$ cat src/hdl/bhbs_ram.sv
module bhbs_ram #(
   parameter int WIDTH = 16,
   parameter int DEPTH = 64,
   localparam int AddrW = (DEPTH > 1) ? $clog2(DEPTH) : 1
) (
   input  logic             clock,
   input  logic             wr_en,
   input  logic [AddrW-1:0] wr_addr,
   input  logic [WIDTH-1:0] wr_data,
   input  logic             rd_en,
   input  logic [AddrW-1:0] rd_addr,
   output logic [WIDTH-1:0] rd_data
);

   logic [WIDTH-1:0] mem_ff [DEPTH];
   logic [WIDTH-1:0] rd_data_ff;

   always_ff @(posedge clock) begin
      if (wr_en) begin
         mem_ff[wr_addr] <= wr_data;
      end
      if (rd_en) begin
         rd_data_ff <= mem_ff[rd_addr];
      end
   end

   assign rd_data = rd_data_ff;

endmodule

$ cat config.mk
export PLATFORM = sky130hd
export DESIGN_NAME = bhbs_ram
export DESIGN_NICKNAME = d
export VERILOG_FILES = /design/src/hdl/bhbs_ram.sv
export SDC_FILE = /design/constraint.sdc
export NUM_CORES = 1
export LEC_CHECK = 0
export ABC_CLOCK_PERIOD_IN_PS = 6000
export CAP_MARGIN = 40
export CORE_AREA = 3 3 188 373
export DETAILED_ROUTE_END_ITERATION = 7
export DIE_AREA = 0 0 191 376
export DONT_BUFFER_PORTS = 1
export PLACE_DENSITY = 0.72
export SYNTH_ARGS = -nofsm -noshare
export SYNTH_HDL_FRONTEND = slang
export SYNTH_SLANG_ARGS = --single-unit
$ cat constraint.sdc
create_clock -name clock -period 6 [get_ports clock]
set_input_delay 1.8 -clock clock [delete_from_list [all_inputs] [get_ports clock]]
set_output_delay 1.8 -clock clock [all_outputs]
set_load 0.01 [all_outputs]
# Word level (Yosys, flattened, before mapping)
# Memory sizes are Yosys's and may differ from the RTL's. A register that Yosys moved wholly into a read port is not among the register bits.
# Cells that the tools add are included.
# word_totals
register_bits	0
latchBits	0
ramBits	1024
rom_bits	0
input_bits	31
output_inout_bits	16
wordCells	3
n_memories	1
# memory_table
memory	words	word_bits	read_ports	rd_ports_with_merged_regs	write_ports	line	text
mem_ff	64	16	1	1	1	15	logic [WIDTH-1:0] mem_ff [DEPTH];
# op_classes
addsub	0
multipliers	0
div_mod_pow	0
n_lt_le_gt_ge	0
eq_ne	0
shift	0
muxes	2
bitwise	0
n_reduce_logical	0
# ops
op	n
1-bit 2-to-1 mux	2

# Longest topological paths before layout
# Gate-level depths: netlist of the first run.
# depth
ltp_word	2
ltp_mapped	10
ltp_nobuf	5

# Least setup slack after synthesis of the first run
# Ideal clock, no wire load.
# synth_path
kind	input -> register
start	in wr_addr[3]
end	mem mem_ff[48][0] (enable)
t_arrival_ns	3.426
path_slack_ns	2.165
stages	4
path_buffers	1
cell_sequence	clkbuf_1 nor2b_1 nand4b_1 nor3_1
# synth_lines
item	line	text
start: declaration	8	input logic [AddrW-1:0] wr_addr,
end: declaration	15	
# Straight into the memory's write port.

==> flow_metrics.py, run 1 <==
metrics = {
    "clock_network": {
        "clk_pin_slew_ps": 70,
        "postCtsSetupBuffers": 0,
        "numClockSinks": 1040,
        "insertion_delay_ps": 660,
        "root_buffer": "clkbuf_16",
        "ctsHoldBuffers": 0,
        "cts_buffers": 83,
        "clockBufferDepth": 3,
        "cts_resized": 0,
        "cts_max_level": 3,
        "cts_tree": "done",
    },
    "final_layout": {
        "synthToLayoutAreaGrowth_pct": 9.21,
        "diodes": 0,
        "num-fill-cells": 4233,
        "drive_gt1_share_pct": 23.3,
        "layout_commonest_cell": "edfxtp_1",
        "fin_util_pct": 64.8,
        "final_cell_mix": "1040 x edfxtp_1, 220 x mux4_2, 87 x clkbuf_16",
        "fin_cells": 2831,
        "final_nets": 1912,
        "finalInstanceArea_um2": 43900,
    },
    "grt": {
        "grt_pass1_vias": 19600,
        "grt_use_total_pct": 27.3,
        "grt_overflow": 0,
        "grt_start_max_net_pins": 261,
        "grt_pass1_wl_um": 138000,
        "antenna_found_initial": 1,
    },
    "routing": {
        "wl_per_cell_um": 33.6,
        "viasPerCell": 6.66,
        "wl_met1_um": 31100,
        "drc": 0,
        "highest_layer": "met4",
        "met3_length_um": 7590,
        "drtAntennaViolNets": 0,
        "num_vias": 18900,
        "wl_um": 95100,
        "drt_pass1_iterations": 6,
        "wl_met2_um": 48200,
        "drtIter0Drc": 2461,
    },
    "power_and_ir_drop": {
        "ir_drop_v": 0.000232,
        "p_leak_nw": 13.7,
        "power_density_nw_per_um2": 320,
    },
    "placement": {
        "gp_congestion": 0.955,
        "port_buffers": 0,
        "hpwl_um": 55200,
        "placedCellCount": 2685,
        "placed_area_um2": 41200,
    },
    "sta": {
        "fmax_mhz": 255,
        "finalHoldViolations": 0,
        "drv_slew": 0,
        "grt_setup_unrepaired": "no",
        "period_share_pct": 65.3,
        "fin_skew_ps": 17.3,
        "post-route-min-period_ps": 3920,
        "fin_setup_tns_ps": 0,
        "tightest_slew_ps": 1250,
        "setup_viol": 0,
        "slew_headroom_pct": 16.5,
    },
    "worst_setup_path": {
        "end_kind": "flip-flop",
        "cp_max_fo": 260,
        "crit_arrival_ps": 4290,
        "worstSetupPathType": "primary input to flip-flop",
        "required_ps": 6370,
        "startpoint_type": "primary input",
    },
    "logic_synthesis": {
        "synth_cells": 1829,
        "synth_nets": 1860,
        "ys_types": 42,
        "avgSynthCellArea_um2": 22.0,
        "syn_area_um2": 40200,
        "synth-seq-cells": 1040,
        "yosysTopAreaCell": "edfxtp_1",
        "synth_top_area_share_pct": 77.7,
        "yosys_warnings": 0,
        "seq_area_frac_synth_pct": 77.7,
        "synth_area_leaders": "edfxtp_1 78%, mux4_2 12%, mux2i_1 2.1%, mux2_2 0.76%, a22oi_1 0.73%",
    },
    "die": {
        "initial_core_util_pct": 59.4,
        "die_y_um": 376,
        "die_w_um": 191,
        "core-area_um2": 67700,
        "dieArea_um2": 71800,
        "num_rows": 135,
        "io_pins": 47,
    },
    "run_status": {
        "outcome": "finished, final reports clean",
    },
    "worst_hold_path": {
        "hp-class": "flip-flop to flip-flop",
    },
    "job": {
        "max-cap-violations": 0,
    },
}
cell type report:
type / count / area, um2 / share of cell area, %
Sequential cell: 1040 / 31200 / 71.1
Multi-Input combinational cell: 685 / 8270 / 18.8
Clock buffer: 100 / 2230 / 5.07
Tap cell: 890 / 1110 / 2.54
Timing Repair Buffer: 71 / 581 / 1.32
Clock inverter: 45 / 485 / 1.11
worst max-delay path, stage by stage:
cell and delay, ps:
mux4_2 880, mux2_2 280, a221oi_1 660, a311oi_1 100
kinds of logic after synthesis:
kind of cell / synth area share [%]
flip-flops: 77.7
multiplexers: 15.5
AO/OA/AOI/OAI: 2.40
buffers and inverters: 1.82
AND/OR/NAND/NOR: 2.64
per-stage QoR:
step	power, mW	hold slack, ps	setup slack, ps
2_1_floorplan	8.65	828	2170
3_3_place_gp	8.66	964	2070
3_5_place_dp	8.67	965	2090
4_1_cts	14.1	986	2760
5_1_grt	14.4	1020	2450
6_report	14.1	982	2080
path summary, 6_finish.rpt:
path,slack [ps],to,start,cells after the start
worst max-delay path,2080,rd_data[1]$_DFFE_PP_,rd_addr[0],4
worst min-delay path,980,rd_data[7]$_DFFE_PP_,mem_ff[11][7]$_DFFE_PP_,5
worst max register to register,3580,rd_data[13]$_DFFE_PP_,mem_ff[31][13]$_DFFE_PP_,5
worst min register to register,980,rd_data[7]$_DFFE_PP_,mem_ff[11][7]$_DFFE_PP_,5
per-layer routing:
layer  global-route usage (%)  up-vias
li1                         -     7766
met1                     32.6     9816
met2                     44.7      989
met3                     5.51      290
met4                     19.1        0
met5                        0        -
sequential cells by signal, summed over array words and instances (netlist names):
signal and cells:
rd_data 16, mem_ff 1024
synth_stat cells (all sizes together):
library cell	instances
or3	1
a41oi	5
nor2b	30
nand3	24
nand2	60
nor2	74
or3b	1
mux2	27
edfxtp	1040
a21oi	17
nor4	3
nand3b	2
a211oi	8
nand4b	1
a311oi	8
a22o	6
a221oi	16
o21ai	8
a211o	8
and4	5
mux2i	85
a22oi	39
a31oi	8
nand2b	3
buf	77
and2	2
mux4	224
a221o	6
clkbuf	27
nor3	2
nand4	12
power by group:
part / internal [mW] / total [mW] / switching, mW
Clock: 3.05 / 5.54 / 2.49
Combinational: 0.228 / 0.442 / 0.213
Sequential: 8.05 / 8.08 / 0.0270
Note: power is estimated with default switching activity, not from simulation.
==> run 2: changes to the inputs <==
--- a/config.mk
+++ b/config.mk
@@ -5,11 +5,11 @@
 export SDC_FILE = /design/constraint.sdc
 export NUM_CORES = 1
 export LEC_CHECK = 0
-export ABC_CLOCK_PERIOD_IN_PS = 6000
+export ABC_CLOCK_PERIOD_IN_PS = 3200
 export CAP_MARGIN = 40
-export CORE_AREA = 3 3 188 373
+export CORE_AREA = 3 3 192 382
 export DETAILED_ROUTE_END_ITERATION = 7
-export DIE_AREA = 0 0 191 376
+export DIE_AREA = 0 0 195 385
 export DONT_BUFFER_PORTS = 1
 export PLACE_DENSITY = 0.72
 export SYNTH_ARGS = -nofsm -noshare
==> constraint.sdc (replaced) <==
create_clock -name clock -period 3.2 [get_ports clock]
set_input_delay 0.96 -clock clock [delete_from_list [all_inputs] [get_ports clock]]
set_output_delay 0.96 -clock clock [all_outputs]
set_load 0.01 [all_outputs]
==> run 2 against run 1 <==
  * The flow now finishes with violations (slew limit, setup timing)
  * Utilization down 2.4 points
  * Clock-buffer cell count up 11
  * Power up 86%
  * First-iteration DRC count down 13%
  * Highest routed layer unchanged
  * Global-route usage down 1.4 points
  * Final area up 0.66%
  * Non-clock buffer count up 42
  * Die area up 4.5%
  * Sequential power up 88%
  * Critical path type unchanged
  * Critical path depth up 1
==> flow_metrics.py, run 2 (same netlist as run 1, synthesis figures left out) <==
metrics = {
    "sta": {
        "fmax_mhz": 285,
        "setup_ws_ps": -312,
        "period_share_pct": 110,
        "fin_setup_tns_ps": -1340,
        "grt_setup_unrepaired": "no",
        "slew_headroom_pct": -12.4,
        "fin_skew_ps": 12.8,
        "finalHoldViolations": 0,
        "drv_slew": 94,
        "tightest_slew_ps": 1690,
        "post-route-min-period_ps": 3510,
        "setup_viol": 6,
    },
    "die": {
        "num_rows": 138,
        "dieArea_um2": 75100,
        "die_w_um": 195,
        "die_y_um": 385,
        "io_pins": 47,
        "initial_core_util_pct": 56.8,
        "core-area_um2": 70800,
    },
    "worst_setup_path": {
        "end_kind": "flip-flop",
        "reg2reg_to": "rd_data[4]$_DFFE_PP_",
        "cp_max_fo": 260,
        "crit_slowest_cell": "mux4_2",
        "r2r-start": "mem_ff[56][4]$_DFFE_PP_",
        "critPathCapture": "rd_data[10]$_DFFE_PP_",
        "crit_arrival_ps": 3900,
        "max_stage_delay_ps": 1070,
        "r2r_setup_slack_ps": 900,
        "startpoint_type": "primary input",
        "worstSetupPathType": "primary input to flip-flop",
        "required_ps": 3590,
        "crit_chain": "mux4_2 > mux2_2 > nand2_1 > nand4_1 > and4_1",
        "ff2ff_path_depth": 4,
        "setup.worst_path.start": "rd_addr[0]",
    },
    "clock_network": {
        "cts_resized": 0,
        "postCtsSetupBuffers": 0,
        "cts_max_level": 3,
        "clockBufferDepth": 3,
        "cts_tree": "done",
        "cts_buffers": 83,
        "root_buffer": "clkbuf_16",
        "insertion_delay_ps": 630,
        "ctsHoldBuffers": 0,
        "numClockSinks": 1040,
        "clk_pin_slew_ps": 70,
    },
    "final_layout": {
        "layout_commonest_cell": "edfxtp_1",
        "finalInstanceArea_um2": 44200,
        "multiInputGateArea_um2": 8250,
        "final_nets": 1954,
        "drive_gt1_share_pct": 24.4,
        "final_cell_mix": "1040 x edfxtp_1, 220 x mux4_2, 109 x buf_4",
        "largest_reg_flops": 1024,
        "num-fill-cells": 4648,
        "max_flop_register": "mem_ff",
        "regArea_um2": 31200,
        "synthToLayoutAreaGrowth_pct": 9.93,
    },
    "grt": {
        "grt_use_total_pct": 25.9,
        "grt_overflow": 0,
        "antenna_found_initial": 2,
        "grt_pass1_vias": 19700,
        "grt_pass1_wl_um": 139000,
        "grt_start_max_net_pins": 261,
    },
    "routing": {
        "drc": 0,
        "wl_per_cell_um": 33.0,
        "num_vias": 19000,
        "viasPerCell": 6.55,
        "drt_pass1_iterations": 6,
        "wl_um": 95700,
        "drtAntennaViolNets": 0,
        "drtIter0Drc": 2136,
    },
    "power_and_ir_drop": {
        "power_density_nw_per_um2": 593,
        "total_power_mw": 26.2,
        "p_leak_nw": 13.9,
        "ir_drop_v": 0.000467,
    },
    "placement": {
        "placed_area_um2": 41500,
        "port_buffers": 0,
        "gp_congestion": 0.824,
        "hpwl_um": 56700,
    },
    "run_status": {
        "violations": "slew limit, setup timing",
        "outcome": "finished, violations left",
    },
    "worst_hold_path": {
        "hp-class": "primary input to flip-flop",
    },
    "job": {
        "max-cap-violations": 0,
    },
}
[run 2: worst min path at each step]
stage | depth (start not counted) | slack [ps] | endpoint | from
final | 0 | 420 | mem_ff[55][7]$_DFFE_PP_ | wr_data[7]
after CTS | 0 | 400 | mem_ff[49][8]$_DFFE_PP_ | wr_data[8]
after global placement | 4 | 960 | rd_data[14]$_DFFE_PP_ | mem_ff[8][14]$_DFFE_PP_
after floorplan | 5 | 830 | rd_data[10]$_DFFE_PP_ | mem_ff[62][10]$_DFFE_PP_
after detailed placement | 4 | 960 | rd_data[14]$_DFFE_PP_ | mem_ff[10][14]$_DFFE_PP_
after global routing | 0 | 390 | mem_ff[55][7]$_DFFE_PP_ | wr_data[7]
[run 2: power breakdown]
part	switching [mW]	internal, mW	total [mW]
Combinational	0.385	0.471	0.855
Clock	4.54	5.65	10.2
Sequential	0.0606	15.1	15.2
Total	4.99	21.2	26.2
[run 2: metrics by stage]
step	utilization (%)	hold WS (ps)	cells	setup slack [ps]
floorplan	-	828	1829	205
global placement	58.6	957	2748	43.5
detailed placement	58.6	962	2748	28.5
CTS	62.4	396	2897	673
global route	62.4	392	2897	3.34
finish	62.4	421	2898	-312
[run 2: layout make-up]
type	instances	share of cell area, %
clock buffer	111	5.23
clock inverter	38	0.827
multi-input combinational	685	18.7
timing repair buffer	113	2.03
sequential	1040	70.7
antenna	1	0.00566
tap	910	2.58
[run 2: worst max-delay path: cells and delay by family]
| family | cells | cell delay (ps) |
|---|---|---|
| muxes | 2 | 1370 |
| and+or+nand+nor | 3 | 790 |
[run 2: layer usage]
metal	global-route usage (%)	share of wire, %	routed length (um)	vias to the layer above
met5	0	0	0	-
met4	12.6	5.5	5220	0
met3	4.56	7.1	6820	231
met2	46.0	54	51600	879
met1	30.8	34	32100	10000
li1	-	-	-	7841
