**config.mk**
```make
export PLATFORM = sky130hd
export DESIGN_NAME = bhbs_decay
export DESIGN_NICKNAME = d
export VERILOG_FILES = /design/src/hdl/bhbs_pkg.sv /design/src/hdl/bhbs_decay.sv
export SDC_FILE = /design/constraint.sdc
export NUM_CORES = 1
export LEC_CHECK = 0
export ABC_AREA = 0
export BUFFER_PORTS_ARGS = -buffer_cell sky130_fd_sc_hd__buf_4
export CAP_MARGIN = 20
export CORE_MARGIN = 2
export CORE_UTILIZATION = 55
export DETAILED_ROUTE_END_ITERATION = 16
export HOLD_SLACK_MARGIN = 0.15
export PLACE_DENSITY = 0.76
export SETUP_SLACK_MARGIN = 0.05
export SLEW_MARGIN = 25
export SYNTH_ARGS = -nofsm -noshare
export SYNTH_HDL_FRONTEND = slang
export SYNTH_SLANG_ARGS = --single-unit
```
**constraint.sdc**
```tcl
create_clock -name clock -period 15.9 [get_ports clock]
set_input_delay 0 -clock clock [delete_from_list [all_inputs] [get_ports clock]]
set_output_delay 0 -clock clock [all_outputs]
set_load 0.005 [all_outputs]
```
**src/hdl/bhbs_pkg.sv**
```systemverilog
package bhbs_pkg;

   // default build
   localparam int NUM_BLOCKS_DEF  = 1024;
   localparam int BIN_SHIFT_DEF   = 4;
   localparam int WEIGHT_BITS_DEF = 16;

   // fixed field widths
   localparam int SAMPLE_W = 8;
   localparam int BLOCK_W  = 10;
   localparam int CSR_W    = 16;
   localparam int CSR_IDX_W = 2;

   // fixed point
   localparam int ALPHA_FRAC = 16;               // learn rate is Q0.16
   localparam int WEIGHT_ONE = 16384;            // 1.0 in Q2.14
   localparam int KEEP_W     = ALPHA_FRAC + 1;   // 1 - alpha, up to 1.0
   localparam int GAIN_W     = ALPHA_FRAC - 1;   // alpha in Q1.14 after rounding
   localparam int GAIN_SHIFT = 2;

   // register reset values
   localparam logic [CSR_W-1:0] LEARN_RATE_RST       = 16'd3277;
   localparam logic [CSR_W-1:0] LUMA_THRESHOLD_RST   = 16'd4096;
   localparam logic [CSR_W-1:0] CHROMA_THRESHOLD_RST = 16'd8192;

   typedef enum logic [CSR_IDX_W-1:0] {
      CSR_LEARN_RATE       = 2'd0,
      CSR_LUMA_THRESHOLD   = 2'd1,
      CSR_CHROMA_THRESHOLD = 2'd2,
      CSR_UNUSED           = 2'd3
   } csr_index_type;

   // sequencer states, one-hot
   typedef enum logic [6:0] {
      ST_CLEAR  = 7'b0000001,
      ST_IDLE   = 7'b0000010,
      ST_INIT   = 7'b0000100,
      ST_UPDATE = 7'b0001000,
      ST_SWEEP  = 7'b0010000,
      ST_DRAIN  = 7'b0100000,
      ST_DONE   = 7'b1000000
   } state_type;

endpackage

```
**src/hdl/bhbs_decay.sv**
```systemverilog
module bhbs_decay #(
   parameter int WEIGHT_BITS = bhbs_pkg::WEIGHT_BITS_DEF,
   parameter int ADDR_W      = 16,
   parameter int SLOT_W      = 6
) (
   input  logic                          clock,
   input  logic                          reset,
   input  logic [bhbs_pkg::CSR_W-1:0]    learn_rate,
   // read issued this cycle
   input  logic                          in_valid,
   input  logic [ADDR_W-1:0]             in_addr,
   input  logic [SLOT_W-1:0]             in_slot,
   // RAM data, arriving the cycle after the read
   input  logic [WEIGHT_BITS-1:0]        rd_weight,
   input  logic                          rd_mark,
   output logic                          busy,
   output logic                          wr_valid,
   output logic [ADDR_W-1:0]             wr_addr,
   output logic [SLOT_W-1:0]             wr_slot,
   output logic [WEIGHT_BITS-1:0]        wr_weight
);
   import bhbs_pkg::*;

   localparam int ProdW = WEIGHT_BITS + KEEP_W;
   localparam int SumW  = ((WEIGHT_BITS > GAIN_W) ? WEIGHT_BITS : GAIN_W) + 1;
   localparam logic [WEIGHT_BITS-1:0] WeightTop = '1;
   localparam logic [ProdW-1:0] RoundHalf = ProdW'(1) << (ALPHA_FRAC - 1);

   logic [KEEP_W-1:0] keep;
   logic [GAIN_W-1:0] gain;

   logic              s1_valid_ff;
   logic [ADDR_W-1:0] s1_addr_ff;
   logic [SLOT_W-1:0] s1_slot_ff;

   logic              s2_valid_ff;
   logic [ADDR_W-1:0] s2_addr_ff;
   logic [SLOT_W-1:0] s2_slot_ff;
   logic              mark_ff;
   logic [ProdW-1:0]  prod_ff;
   logic [ProdW-1:0]  prod_in;

   logic [ProdW-1:0]       rounded;
   logic [WEIGHT_BITS-1:0] decayed;
   logic [SumW-1:0]        sum;

   assign keep = (KEEP_W'(1) << ALPHA_FRAC) - KEEP_W'(learn_rate);
   assign gain = GAIN_W'((KEEP_W'(learn_rate) + KEEP_W'(2)) >> GAIN_SHIFT);

   assign prod_in = ProdW'(rd_weight) * ProdW'(keep);

   always_ff @(posedge clock) begin
      if (reset) begin
         s1_valid_ff <= 1'b0;
         s2_valid_ff <= 1'b0;
      end else begin
         s1_valid_ff <= in_valid;
         s2_valid_ff <= s1_valid_ff;
      end
      s1_addr_ff <= in_addr;
      s1_slot_ff <= in_slot;
      s2_addr_ff <= s1_addr_ff;
      s2_slot_ff <= s1_slot_ff;
      mark_ff    <= rd_mark;
      prod_ff    <= prod_in;
   end

   // round half up; the decayed weight never exceeds the old one
   always_comb begin
      rounded = prod_ff + RoundHalf;
      decayed = rounded[ALPHA_FRAC +: WEIGHT_BITS];
      sum     = SumW'(decayed) + (mark_ff ? SumW'(gain) : SumW'(0));
      if (sum > SumW'(WeightTop)) begin
         wr_weight = WeightTop;
      end else begin
         wr_weight = sum[WEIGHT_BITS-1:0];
      end
   end

   assign wr_valid = s2_valid_ff;
   assign wr_addr  = s2_addr_ff;
   assign wr_slot  = s2_slot_ff;
   assign busy     = s1_valid_ff | s2_valid_ff;

endmodule

```
-- Word-level counts from Yosys, hierarchy flattened
Cells that the tools add are included.
- magnitude comparators: 1
- add/sub/neg operators: 4
- bitwise operators: 1
- multiplexer cells: 2
- multiply operators: 1
- operators with widths (cell ; count):
    $add 32x16->32 const B ; 1
    $mul 16x17->32 ; 1
    $add 16x15->17 ; 1
    $add 16x2->17 const B ; 1
    $gt 17x16->1 const B ; 1
    $sub 17x16->17 const A ; 1
    $mux 16 ; 1
    $mux 15 ; 1
    $or 1x1->1 ; 1
- logic and storage cells: 17
- output and inout port bits: 40
- register bits: 79
- input port bits: 58

-- Depth between registers and ports, before layout
Gate-level depths: netlist of the first run.
- depth in word-level cells: 5
- gate-level depth with buffers: 29
- depth with buffers taken out: 27

-- Least setup slack after synthesis of the first run
No wires, ideal clock.
- path type: input to register
- from: in learn_rate[0] (netlist bit)
- to: reg prod_ff[31]
- library setup time: 0.120 ns
- data arrival time: 6.648 ns
- cell stages on the path: 26
- buffers on the path: 2
- slack: 9.132 ns
- data required time: 15.780 ns
- cells stage by stage: clkbuf_1 inv_1 ha_1 nand2_1 or4b_4 nor2_1 xnor2_1 clkbuf_1 nand2_1 fa_1 inv_1 fa_1 fa_1 fa_1 fa_1 inv_1 fa_1 inv_1 ha_1 and2_1 nand3_1 o31ai_4 a21oi_2 o41ai_2 a21oi_1 xnor2_1
- word-level cells in the longest chain between the ends: 2
- RTL lines (what ; RTL line ; text):
    start: declaration ; bhbs_decay.sv:8 ; input logic [bhbs_pkg::CSR_W-1:0] learn_rate,
    $sub 17x16->17 ; bhbs_decay.sv:47 ; assign keep = (KEEP_W'(1) << ALPHA_FRAC) - KEEP_W'(learn_rate);
    $mul 16x17->32 ; bhbs_decay.sv:50 ; assign prod_in = ProdW'(rd_weight) * ProdW'(keep);
    via prod_in[31] ; bhbs_decay.sv:41 ; logic [ProdW-1:0] prod_in;
    end signal: assignment ; bhbs_decay.sv:65 ; prod_ff <= prod_in;
    end: declaration ; bhbs_decay.sv:40 ; logic [ProdW-1:0] prod_ff;
The timed path passes the listed nets, and every way through them passes these cells.
A chain may end at the register's enable or synchronous reset.

-- Final worst setup path of the first run
- from: in learn_rate[2] (netlist bit)
- to: reg prod_ff[27]
Same word-level chain as after synthesis.

==> flow_summary.toml, run 1 <==
[status]
status = "completed"

[power_and_ir_drop]
vdd_drop_max_mv = 0.248
leakage_uw = 0.00655
pwr-share-seq_pct = 8.7
p_clk_share_pct = 7.4
p_int_uw = 1380
p_sw_share_pct = 50.9
p_per_area_nw_per_um2 = 217
p_comb_share_pct = 83.9
power.switching_uw = 1430

[floorplan]
rows = 52
start_util_pct = 56.1
die_h_um = 148
num_io_pins = 98
coreArea_um2 = 20200
die_area_um2 = 21800
die_w_um = 148

[synthesis]
yosysWarnings = 0
synthCells = 1261
syn_area_um2 = 11400
ys_seq_area_share_pct = 11.3
synth_cell_type_count = 51
synth_fp_nets = 1643
ys_seq_elements = 64
yosysTopAreaCell = "fa_1"
yosysTopAreaCellShare_pct = 36.5
ys_top_cells_by_area = "fa_1 (36%), ha_1 (13%), dfxtp_1 (11%)"
syn-mean-instance-area_um2 = 9.01

[worst_hold_path]
holdCritStartpoint = "rd_weight[15]"
hold_class = "input pin to register"
holdPathEnd = "prod_ff[31]"
min_path_cells = 4

[layout]
postLayoutCoreUtil_pct = 64.2
fillCellCount = 1670
drive_gt1_share_pct = 10.5
syn_to_final_growth_pct = 14.4
final_cells = 1635
diodes = 0
nets = 1742

[sta]
worst_slack_ns = 8.79
fin_crit_sh_pct = 44.7
worst_pin_slew_ns = 1.01
rsz0062_at_grt = "no"
finClkSkew_ns = 0.00443
relSlewSlack_pct = 32.1
setup_tns_ns = 0
slew_violations = 0
hold_violations = 0
timing.fmax_ghz = 0.141
min_period_ns = 7.11
setup_violations = 0

[setup_path]
r2r-end = "wr_valid"
r2r_cells = 1
max_stage_delay_ns = 0.55
r2r-start = "s1_valid_ff"
worstSetupPathType = "input pin to register"
arrival_ns = 7.32
start_kind = "input pin"
cp.required_ns = 16.12
cpMostUsedCell = "fa_1"
worstSetupEndpointType = "register"
crit_slowest_cell = "fa_1"
path_max_fanout = 16
r2r_slack_ns = 15.38

[placed_design]
port_buffers = 97
hpwl_um = 21100
pre_cts_ws_ns = 8.48
gp_congestion = 0.840
dp_cells = 1594

[drt]
drt-vias-per-instance = 5.37
drtPass1Iterations = 5
drt_iter0_markers = 366
drc = 0
ant_nets = 0
vias = 8780
drt_wl_total_um = 27600
wire_per_inst_um = 16.9

[cts]
clk_pin_slew_ns = 0.05
tritoncts = "done"
h-tree-depth = 3
clk_path_buf_depth = 2
cts_root_buf = "clkbuf_16"
clock_sinks = 64
numCtsBuffers = 9
insertion_delay_ns = 0.33

[global_route]
grt_overflow = 0
grt_pass1_vias = 9813
grt_use_total_pct = 27.3
antenna_found_initial = 0
grt_pass1_wl_um = 47300
grt_max_degree = 18

[run]
cap_viol_max_count = 0
[placed cells by master, fill, tap and decap left out, types with 2 or more instances in the layout]
| cell type | n |
|---|---|
| or3_1 | 7 |
| nor4_1 | 2 |
| dlygate4sd3_1 | 25 |
| nand2_1 | 178 |
| bufinv_16 | 2 |
| nand2b_1 | 3 |
| and3_1 | 9 |
| fa_1 | 207 |
| nor3_1 | 6 |
| nor3b_1 | 2 |
| clkbuf_1 | 3 |
| and2_1 | 140 |
| a211oi_1 | 5 |
| o21a_1 | 3 |
| nand4_1 | 6 |
| xor2_1 | 25 |
| clkbuf_16 | 9 |
| nor2_1 | 19 |
| o21ai_0 | 27 |
| inv_1 | 246 |
| a31oi_1 | 2 |
| xnor2_1 | 34 |
| nand3_1 | 21 |
| a21boi_0 | 5 |
| ha_1 | 117 |
| xnor2_2 | 8 |
| xnor2_4 | 2 |
| buf_4 | 108 |
| a221oi_1 | 2 |
| nor2b_1 | 6 |
| dfxtp_1 | 64 |
| o21bai_1 | 4 |
| a21o_1 | 15 |
| a21oi_1 | 31 |
[registers in the layout, summed over array words and instances, names as in the netlist]
register / cells
wr_valid: 1
mark_ff: 1
s1_addr_ff: 16
s1_slot_ff: 6
s1_valid_ff: 1
prod_ff: 17
wr_addr: 16
wr_slot: 6
[worst max-delay path by stage]
stage | slack, ns | start | cells after the start | to
CTS | 8.80 | learn_rate[2] | 29 | prod_ff[27]
global route | 8.36 | learn_rate[2] | 29 | prod_ff[27]
floorplan | 9.13 | learn_rate[0] | 26 | prod_ff[31]
global placement | 8.72 | learn_rate[2] | 28 | prod_ff[31]
detailed placement | 8.48 | learn_rate[2] | 29 | prod_ff[27]
finish | 8.79 | learn_rate[2] | 29 | prod_ff[27]
[Yosys cell counts, drive strengths merged]
cell and instances:
o21a 3, mux2i 1, nor4b 1, nor2b 6
or4b 1, or3 7, nand3b 1, o211ai 1
nand4 6, or2 1, nor2 19, clkbuf 38
nand3 21, a41oi 1, inv 246, buf 7
and3 9, and2 140, nand2 179, o21ai 27
a21o 15, nor3 6, a31o 1, a211oi 5
o31ai 2, ha 117, a21oi 32, nor4 4
fa 207, a221oi 2, xor2 25, xnor2 44
o21bai 4, o41ai 2, a31oi 3, nor3b 3
dfxtp 64, nand2b 3, a2111oi 1, a21boi 5
and4 1
[per-stage QoR]
step                      cell area, um2  hold slack, ns  total power, uW
after floorplan                    11400          0.0277             2050
after global placement             12400           0.105             2530
after detailed placement           12400           0.106             2580
after CTS                          13000           0.176             2810
after global routing               13000           0.200             3180
final                              13000           0.182             2820
[cells by family after synthesis]
family                   after synthesis  share of synthesized area [%]
adder cells (fa/ha/maj)              324                           49.4
AND/OR/NAND/NOR                      408                           18.4
XOR/XNOR                              69                           5.39
AO/OA/AOI/OAI                        104                           5.84
multiplexers                           1                         0.0881
buffers and inverters                291                           9.69
flip-flops                            64                           11.3
[power groups by stage]
stage                     registers (uW)  clock network, uW  logic, uW
final                                245                208       2360
after floorplan                      241                  0       1810
after global routing                 247                217       2720
after global placement               245                  0       2290
after CTS                            244                209       2360
after detailed placement             246                  0       2340
[cell type report]
| class | instances | area (um2) | area share, % |
|---|---|---|---|
| Clock inverter | 3 | 65.1 | 0.501 |
| Multi-Input combinational cell | 906 | 9070 | 69.8 |
| Tap cell | 270 | 338 | 2.60 |
| Clock buffer | 13 | 250 | 1.93 |
| Timing Repair Buffer | 133 | 1060 | 8.17 |
| Inverter | 246 | 923 | 7.11 |
| Sequential cell | 64 | 1280 | 9.86 |
[critical path, delay by kind of cell]
family,cells,cell delay (ns)
xor+xnor,2,0.30
compound gates,7,1.53
fa+ha+maj,8,3.57
buf+inv,7,0.64
simple gates,5,1.27
[what timing repair did]
| item | in CTS | in global routing |
|---|---|---|
| setup buffers | 0 | 0 |
| gates resized for setup | 0 | 0 |
| endpoints found under the hold margin | 25 | 0 |
| hold buffers | 25 | 0 |
[per-layer routing]
layer	part of all wire (%)	up-vias	global-route usage, %
met5	0	-	0
met4	3.0	0	8.56
met3	4.2	67	3.64
met2	53	208	50.3
met1	40	4475	33.0
li1	-	4030	-
Note: power is estimated with default switching activity, not from simulation.
==> inputs of run 2 (changes only) <==
ABC_AREA = 1   (was 0)
PLACE_DENSITY = 0.79   (was 0.76)
clock period = 6.1 ns   (was 15.9 ns; I/O delays follow)
==> run 2 against run 1 <==
Clock-buffer cell count is 3 lower. Sequential share of layout area is 0.93 points lower. Register-to-register slack worse by 9.8 ns. First-iteration DRC count is 120% higher. Design area is 10% higher. Worst setup slack worse by 8.5 ns. Largest cell class unchanged.
==> flow_summary.toml, run 2 <==
[layout]
diodes = 0
nets = 2213
largest_reg_flops = 17
mostFrequentLayoutCells = "nand2_1 (398), inv_1 (385), fa_1 (206), nor2_1 (181), buf_4 (140)"
drive_gt1_share_pct = 12.3
final_common_cell = "nand2_1"
syn_to_final_growth_pct = 15.1
fillCellCount = 1935
multiInputGateArea_um2 = 9540
seq_area_um2 = 1280
top_register = "prod_ff"

[global_route]
grt_use_total_pct = 30.4
grt_pass1_wl_um = 57700
grt_pass1_vias = 11533
antenna_found_initial = 0
grt_overflow = 0
grt_max_degree = 18

[worst_hold_path]
hold_class = "input pin to register"

[sta]
setup_violations = 0
timing.fmax_ghz = 0.172
worst_slack_ns = 0.280
hold_violations = 0
min_period_ns = 5.82
fin_crit_sh_pct = 95.4
relSlewSlack_pct = 59.3
worst_pin_slew_ns = 0.610
rsz0062_at_grt = "no"
slew_violations = 0
finClkSkew_ns = 0.00597
setup_tns_ns = 0
hold_slack_ns = 0.314

[floorplan]
num_io_pins = 98
start_util_pct = 55.6
rows = 55
coreArea_um2 = 22400
die_h_um = 155
die_area_um2 = 23900
die_w_um = 155

[drt]
drt_iter0_markers = 819
wire_per_inst_um = 16.2
drt_wl_total_um = 34400
drtPass1Iterations = 7
drc = 0
ant_nets = 0
vias = 11125
drt-vias-per-instance = 5.25

[cts]
clk_path_buf_depth = 2
cts_root_buf = "clkbuf_16"
clk_pin_slew_ns = 0.05
h-tree-depth = 3
numCtsBuffers = 9
tritoncts = "done"
clock_sinks = 64
insertion_delay_ns = 0.33

[setup_path]
worstSetupPathType = "input pin to register"
cpMostUsedCell = "nand2_1"
arrival_ns = 6.04
start_kind = "input pin"
path_max_fanout = 8
max_stage_delay_ns = 0.57
cp.required_ns = 6.32
worstSetupEndpointType = "register"
crit_slowest_cell = "fa_1"

[synthesis]
synthCells = 1686
synth_cell_type_count = 43
yosysTopAreaCellShare_pct = 33.2
ys_top_cells_by_area = "fa_1 (33%), nand2_1 (12%), ha_1 (12%)"
ys_seq_elements = 64
post-synth-top-count-cell = "nand2_1"
yosysWarnings = 0
syn_area_um2 = 12500
async_flop_share_pct = 0
yosysTopAreaCell = "fa_1"
ys_seq_area_share_pct = 10.3
synth-edff-count = 0
synth_commonest_cells = "nand2_1 (401), inv_1 (388), fa_1 (207), nor2_1 (183), ha_1 (117)"
synth_flop_cell = "dfxtp_1"
syn-mean-instance-area_um2 = 7.39
synth_fp_nets = 2068

[placed_design]
port_buffers = 97
hpwl_um = 28900
gp_congestion = 1.04
pre_cts_ws_ns = -0.140

[run]
cap_viol_max_count = 0

[status]
status = "completed"
## run 2: cell types whose count changed in the layout (fill, tap and decap cells not counted), sizes merged, moves of 46 or more
cell and change:
nand3 +46, nor2 +179, and2 -138, nand2 +237, inv +161
## run 2: cell families (layout without fill, tap and decap cells)
logic type               Yosys count  in the layout  synth area share, %
XOR/XNOR                          36             36                 2.53
buffers and inverters            438            587                 13.4
AO/OA/AOI/OAI                     91             91                 4.00
AND/OR/NAND/NOR                  733            733                 24.8
adder cells (fa/ha/maj)          324            324                 45.0
flip-flops                        64             64                 10.3
## run 2: layer usage
metal / track usage (%) / part of all wire (%) / vias up
met2: 51.2 / 47 / 473
met1: 39.4 / 41 / 5291
met3: 6.22 / 8.3 / 73
li1: - / - / 5288
met5: 0 / 0 / -
met4: 9.61 / 3.3 / 0
## run 2: layout make-up
class | instances | share of cell area [%]
Clock inverter | 5 | 0.567
Clock buffer | 10 | 1.60
Sequential cell | 64 | 8.93
Tap cell | 285 | 2.49
Multi-Input combinational cell | 1184 | 66.5
Timing Repair Buffer | 166 | 9.21
Inverter | 406 | 10.7
## run 2: worst paths after layout
path	slack, ns	depth (start not counted)	startpoint	end
max	0.28	29	learn_rate[0]	prod_ff[28]
min reg2reg	0.32	0	s1_addr_ff[7]	wr_addr[7]
max reg2reg	5.60	2	s1_valid_ff	wr_valid
min	0.31	2	in_slot[1]	s1_slot_ff[1]
## run 2: what timing repair did
| item | 4_1_cts | 5_1_grt |
|---|---|---|
| hold endpoints to repair | 25 | 0 |
| hold buffers | 25 | 0 |
| setup endpoints to repair | 0 | 16 |
| buffers inserted | 0 | 4 |
| gates resized for setup | 0 | 15 |
## run 2: critical path: cells and delay by family
kind / cells / cell delay (ns)
AND/OR/NAND/NOR: 10 / 0.96
AO/OA/AOI/OAI: 3 / 0.62
adder cells (fa/ha/maj): 8 / 3.72
buffers and inverters: 8 / 0.73
## run 2: metrics by stage
step           instances  utilization [%]  instance area [um2]
2_1_floorplan       1686                -                12500
3_5_place_dp        2076             61.1                13700
6_report            2120             64.0                14300
4_1_cts             2116             63.6                14300
5_1_grt             2120             64.0                14300
3_3_place_gp        2076             61.1                13700
Power of run 2 is left out: the tool's default activity adds up to more than one toggle a clock period on the data nets, which glitch-free logic cannot reach.
